===== config.mk =====
export PLATFORM = sky130hd
export DESIGN_NAME = ensemble_sort_missing_last
export DESIGN_NICKNAME = d
export VERILOG_FILES = /design/src/design/esml_pkg.sv /design/src/design/esml_cell.sv /design/src/design/ensemble_sort_missing_last.sv
export SDC_FILE = /design/constraint.sdc
export NUM_CORES = 2
export LEC_CHECK = 0
export BUFFER_PORTS_ARGS = -buffer_cell sky130_fd_sc_hd__clkbuf_2
export CAP_MARGIN = 10
export CORE_MARGIN = 1
export CORE_UTILIZATION = 30
export CTS_CLUSTER_SIZE = 8
export DETAILED_ROUTE_END_ITERATION = 12
export GPL_ROUTABILITY_DRIVEN = 0
export SKIP_LAST_GASP = 1
export SLEW_MARGIN = 20
export SYNTH_ARGS = -nofsm -noshare
export SYNTH_HDL_FRONTEND = slang
export SYNTH_SLANG_ARGS = --single-unit
export TNS_END_PERCENT = 100

===== constraint.sdc =====
create_clock -name aclk -period 10.7 [get_ports aclk]
set_input_delay 0.535 -clock aclk [delete_from_list [all_inputs] [get_ports aclk]]
set_output_delay 0.535 -clock aclk [all_outputs]
set_load 0.005 [all_outputs]

===== src/design/esml_pkg.sv =====
// Package with the entry type, sizes and ordering function of the ensemble sort block.
package esml_pkg;

    localparam int MAX_MEMBERS = 32;
    localparam int VALUE_W     = 32;

    typedef struct packed {
        logic               occ;
        logic               valid;
        logic [VALUE_W-1:0] value;
    } entry_t;

    typedef struct packed {
        logic insert;
        logic shift_out;
    } cell_ctrl_t;

    function automatic logic goes_after(entry_t a, entry_t b);
        logic res;
        if (!b.valid) begin
            res = 1'b0;
        end else if (!a.valid) begin
            res = 1'b1;
        end else begin
            res = ($signed(a.value) >= $signed(b.value));
        end
        return res;
    endfunction

endpackage


===== src/design/esml_cell.sv =====
// One cell of the insertion chain: holds one stored member and shifts it on demand.
module esml_cell
    import esml_pkg::*;
(
    input  logic       aclk,
    input  logic       aresetn,
    input  cell_ctrl_t ctrl,
    input  entry_t     new_ent,
    input  entry_t     left_ent,
    input  logic       left_cond,
    input  entry_t     right_ent,
    output entry_t     cur_ent,
    output logic       cond
);

    entry_t entry_reg;
    entry_t entry_next;

    // The new member belongs at or before this cell.
    assign cond = !entry_reg.occ || !goes_after(new_ent, entry_reg);

    always_comb begin
        entry_next = entry_reg;
        if (ctrl.shift_out) begin
            entry_next = right_ent;
        end else if (ctrl.insert && cond) begin
            entry_next = left_cond ? left_ent : new_ent;
        end
    end

    always_ff @(posedge aclk) begin
        if (!aresetn) begin
            entry_reg.occ <= 1'b0;
        end else begin
            entry_reg <= entry_next;
        end
    end

    assign cur_ent = entry_reg;

endmodule


===== src/design/ensemble_sort_missing_last.sv =====
// One input word is taken per cycle while a group fills the chain of cells.
// After the word with tlast, the block enters its drain state and results are registered
// out one per cycle while m_tready stays high; the chain drains through cell zero.
// Input is stalled from the tlast word until the last result has left the chain.
// Reset (aresetn low, synchronous) empties every cell, clears the overflow flag and
// the output valid.
module ensemble_sort_missing_last
    import esml_pkg::*;
(
    input  logic        aclk,
    input  logic        aresetn,
    input  logic        s_tvalid,
    output logic        s_tready,
    input  logic [31:0] s_tdata,  // [31:0] member_value
    input  logic [0:0]  s_tuser,  // [0] member_valid
    input  logic        s_tlast,  // group_last
    output logic        m_tvalid,
    input  logic        m_tready,
    output logic [31:0] m_tdata,  // [31:0] sorted_value
    output logic [1:0]  m_tuser,  // [0] sorted_valid, [1] overflow
    output logic        m_tlast   // run_last
);

    typedef enum logic {ST_FILL, ST_DRAIN} state_t;

    state_t             state_reg;
    logic               ovf_reg;
    logic               m_valid_reg;
    logic [VALUE_W-1:0] m_value_reg;
    logic               m_svalid_reg;
    logic               m_last_reg;
    logic               m_ovf_reg;

    entry_t     cell_ent   [MAX_MEMBERS];
    logic       cell_cond  [MAX_MEMBERS];
    entry_t     left_ent   [MAX_MEMBERS];
    logic       left_cond  [MAX_MEMBERS];
    entry_t     right_ent  [MAX_MEMBERS];
    entry_t     new_ent;
    cell_ctrl_t ctrl;

    logic s_accept;
    logic full;
    logic load_out;

    assign s_tready = (state_reg == ST_FILL);
    assign s_accept = s_tvalid && s_tready;
    assign full     = cell_ent[MAX_MEMBERS-1].occ;
    assign load_out = (state_reg == ST_DRAIN) && cell_ent[0].occ
                      && (!m_valid_reg || m_tready);

    assign new_ent.occ   = 1'b1;
    assign new_ent.valid = s_tuser[0];
    assign new_ent.value = s_tuser[0] ? s_tdata : '0;

    assign ctrl.insert    = s_accept && !full;
    assign ctrl.shift_out = load_out;

    always_comb begin
        for (int i = 0; i < MAX_MEMBERS; i++) begin
            if (i == 0) begin
                left_ent[i]  = new_ent;
                left_cond[i] = 1'b0;
            end else begin
                left_ent[i]  = cell_ent[i-1];
                left_cond[i] = cell_cond[i-1];
            end
            if (i == MAX_MEMBERS - 1) begin
                right_ent[i] = '0;
            end else begin
                right_ent[i] = cell_ent[i+1];
            end
        end
    end

    for (genvar g = 0; g < MAX_MEMBERS; g++) begin : g_cell
        esml_cell u_cell (
            .aclk      (aclk),
            .aresetn   (aresetn),
            .ctrl      (ctrl),
            .new_ent   (new_ent),
            .left_ent  (left_ent[g]),
            .left_cond (left_cond[g]),
            .right_ent (right_ent[g]),
            .cur_ent   (cell_ent[g]),
            .cond      (cell_cond[g])
        );
    end

    always_ff @(posedge aclk) begin
        if (!aresetn) begin
            state_reg   <= ST_FILL;
            ovf_reg     <= 1'b0;
            m_valid_reg <= 1'b0;
        end else begin
            case (state_reg)
                ST_FILL: begin
                    if (s_accept) begin
                        if (full) begin
                            ovf_reg <= 1'b1;
                        end
                        if (s_tlast) begin
                            state_reg <= ST_DRAIN;
                        end
                    end
                end
                ST_DRAIN: begin
                    if (!cell_ent[0].occ) begin
                        state_reg <= ST_FILL;
                        ovf_reg   <= 1'b0;
                    end
                end
                default: begin
                    state_reg <= ST_FILL;
                end
            endcase
            if (load_out) begin
                m_valid_reg  <= 1'b1;
                m_value_reg  <= cell_ent[0].value;
                m_svalid_reg <= cell_ent[0].valid;
                m_last_reg   <= !cell_ent[1].occ;
                m_ovf_reg    <= ovf_reg;
            end else if (m_tready) begin
                m_valid_reg <= 1'b0;
            end
        end
    end

    assign m_tvalid = m_valid_reg;
    assign m_tdata  = m_value_reg;
    assign m_tuser  = {m_ovf_reg, m_svalid_reg};
    assign m_tlast  = m_last_reg;

endmodule


==> reports/qor.yml <==
cts.clk_slew.worst_paths_ns: 0.05
hold_class: "primary input to register"
synthArstFlopShare_pct: 0
yosys_warnings: 0
cp-start-kind: "primary input"
antenna_found_initial: 5
num_vias: 76900
firstDrtPassIters: 6
rows: 197
vdd_drop_max_uv: 179
cts_sinks: 1126
cts_made_buffers: 162
critPathRequiredTime_ns: 11.21
cp_max_fo: 93
tightest_slew_ns: 1.15
p_leak_nw: 38.3
synthCells: 8514
avgSynthCellArea_um2: 10.2
maxSlewHeadroom_pct: 23.4
rsz0062_at_grt: "no"
maxCapViolations: 0
fin_cells: 12100
yosys.area.top_type_share_pct: 37.7
grt_max_degree: 209
critPathCaptureType: "register"
syn_area_um2: 87000
cts-resized-gates: 0
p_per_area_nw_per_um2: 133
numPortBuffers: 74
drtIter0Drc: 10300
setup_viol: 0
max_freq_mhz: 170
yosys.area.top_type: "edfxtp_1"
tritoncts: "built"
cts_max_level: 4
ys_seq_area_share_pct: 38.5
synth_seq_cells: 1126
fin_skew_ns: 0.0324
fin_crit_sh_pct: 54.9
setup_tns_ns: 0
grt_pass1_vias: 74400
status: "finished, final reports clean"
cts-root-buf: "clkbuf_16"
die_y_um: 540
synthTopCellsByArea: "edfxtp_1 38%, ha_1 14%, a221o_1 11%, a211oi_2 6.2%, inv_1 4.8%"
ys_types: 62
area_delta_synth_final_pct: 10.9
drive_gt1_share_pct: 13.5
synth-edff-count: 1091
critPathKind: "primary input to register"
dp_hpwl_um: 235000
cts_max_path_buffers: 3
synth_ff_type: "edfxtp_1"
hold_violations: 0
wl_per_cell_um: 28.0
dpl-instance-area_um2: 91400
dp_cells: 11800
core_area_um2: 288000
grt_overflow: 0
worst_hold_slack_ns: 0.163
met3_length_um: 35700
dr.max_layer_used: "met5"
final_core_util_pct: 33.5
rrSetupSlack_ns: 6.07
finalNetCount: 9209
grt_pass1_wl_um: 492000
grt_util_all_layers_pct: 22.2
route.layer.met1.wl_um: 134000
fp.dieW_um: 540
clock_latency_ns: 0.83
routed_wl_um: 339000
io_pins: 75
slew_viol_final: 0
drcViolationCount: 0
layout_min_cycle_time_ns: 5.87
vias_per_cell: 6.36
worstPathArrival_ns: 6.39
start_util_pct: 30.2
route.met2.wl_um: 149000
synth_nets: 9513
dieArea_um2: 292000
largest_reg_flops: 1088
drtAntennaViolNets: 0
fin_area_um2: 96500
post-cts-setup-buffers: 0
logic make-up after synthesis:
kind of cell	after synthesis	synth area share [%]
adders and majority gates	961	13.8
and+or+nand+nor	1352	8.15
DFF	1126	38.5
AOI/OAI and AO/OA	3176	30.4
muxes	32	0.368
buffers and inverters	1867	8.76
Yosys cell counts, types with 32 or more instances:
cell / n
nor2_1: 165
buf_1: 50
mux2i_1: 32
edfxtp_1: 1091
clkbuf_1: 543
buf_2: 95
nor3_1: 97
nor4_1: 63
buf_6: 63
a31oi_1: 121
a21oi_1: 575
o21ai_0: 242
nand4_1: 190
nand2_1: 421
nand3_1: 136
and4_1: 66
dfxtp_1: 35
a221o_1: 960
and3_1: 74
or4_1: 55
inv_1: 1110
a22oi_1: 32
ha_1: 961
a211oi_1: 515
a211oi_2: 432
a21o_1: 55
final timing paths:
kind                            depth (start not counted)                            end                    startpoint
worst max-delay path                                   14   g_cell[31].u_cell.cur_ent[0]                       s_tuser
worst min-delay path                                    4                      state_reg                      s_tvalid
worst max register to register                          9  g_cell[14].u_cell.cur_ent[33]  g_cell[0].u_cell.cur_ent[33]
worst min register to register                          0                    m_tdata[19]  g_cell[0].u_cell.cur_ent[19]
cell type report:
type	instances	area (um^2)
Fill cell	28600	192000
Sequential cell	1126	33500
Clock buffer	252	4550
Inverter	1111	4170
Timing Repair Buffer	288	2420
Tap cell	3781	4730
Antenna cell	3	7.51
Clock inverter	13	180
Multi-Input combinational cell	5521	47000
routing by layer:
layer | up-vias | GRT usage, %
li1 | 33200 | -
met5 | - | 0
met3 | 1084 | 4.33
met2 | 4853 | 34.2
met1 | 37900 | 29.0
met4 | 4 | 12.2
per-stage QoR:
stage | setup slack, ns | power (mW)
6_report | 4.83 | 12.9
5_1_grt | 4.60 | 13.2
4_1_cts | 4.95 | 12.8
3_5_place_dp | 4.12 | 7.81
3_3_place_gp | 4.16 | 7.71
2_1_floorplan | 3.88 | 6.96
cells in the final DEF, fill, tap and decap left out, drive strengths merged, types with 63 or more instances in the layout:
cell    netlist  layout
inv        1110    1114
edfxtp     1091    1091
ha          961     961
a221o       960     960
a211oi      947     947
a21oi       575     575
nand2       421     421
clkbuf      544     323
o21ai       249     249
buf         212     216
nand4       190     190
nor2        165     165
nand3       136     136
a31oi       121     121
nor3         97      97
and3         74      74
and4         66      66
nor4         63      63
where the power goes:
| part | switching, mW | internal (mW) | leakage (nW) | total, mW |
|---|---|---|---|---|
| Clock | 2.13 | 2.92 | 2.27 | 5.05 |
| Sequential | 0.237 | 5.18 | 10.5 | 5.42 |
| Combinational | 1.60 | 0.814 | 25.6 | 2.42 |
critical path: stages:
cell and delay, ns:
buf_8 0.47, buf_4 0.59, nand2_1 0.31, inv_2 0.73, buf_4 0.49, ha_1 0.34
a21oi_1 0.16, o21ai_0 0.16, a221oi_1 0.41, or2_2 0.20, nand3_2 0.62, buf_4 0.60
a2111oi_0 0.42, a21oi_1 0.13
what timing repair did:
item | in CTS | in global routing
endpoints found under the setup margin | 0 | 0
hold endpoints to repair | 1 | 0
hold buffers | 1 | 0
Note: power is estimated with default switching activity, not from simulation.
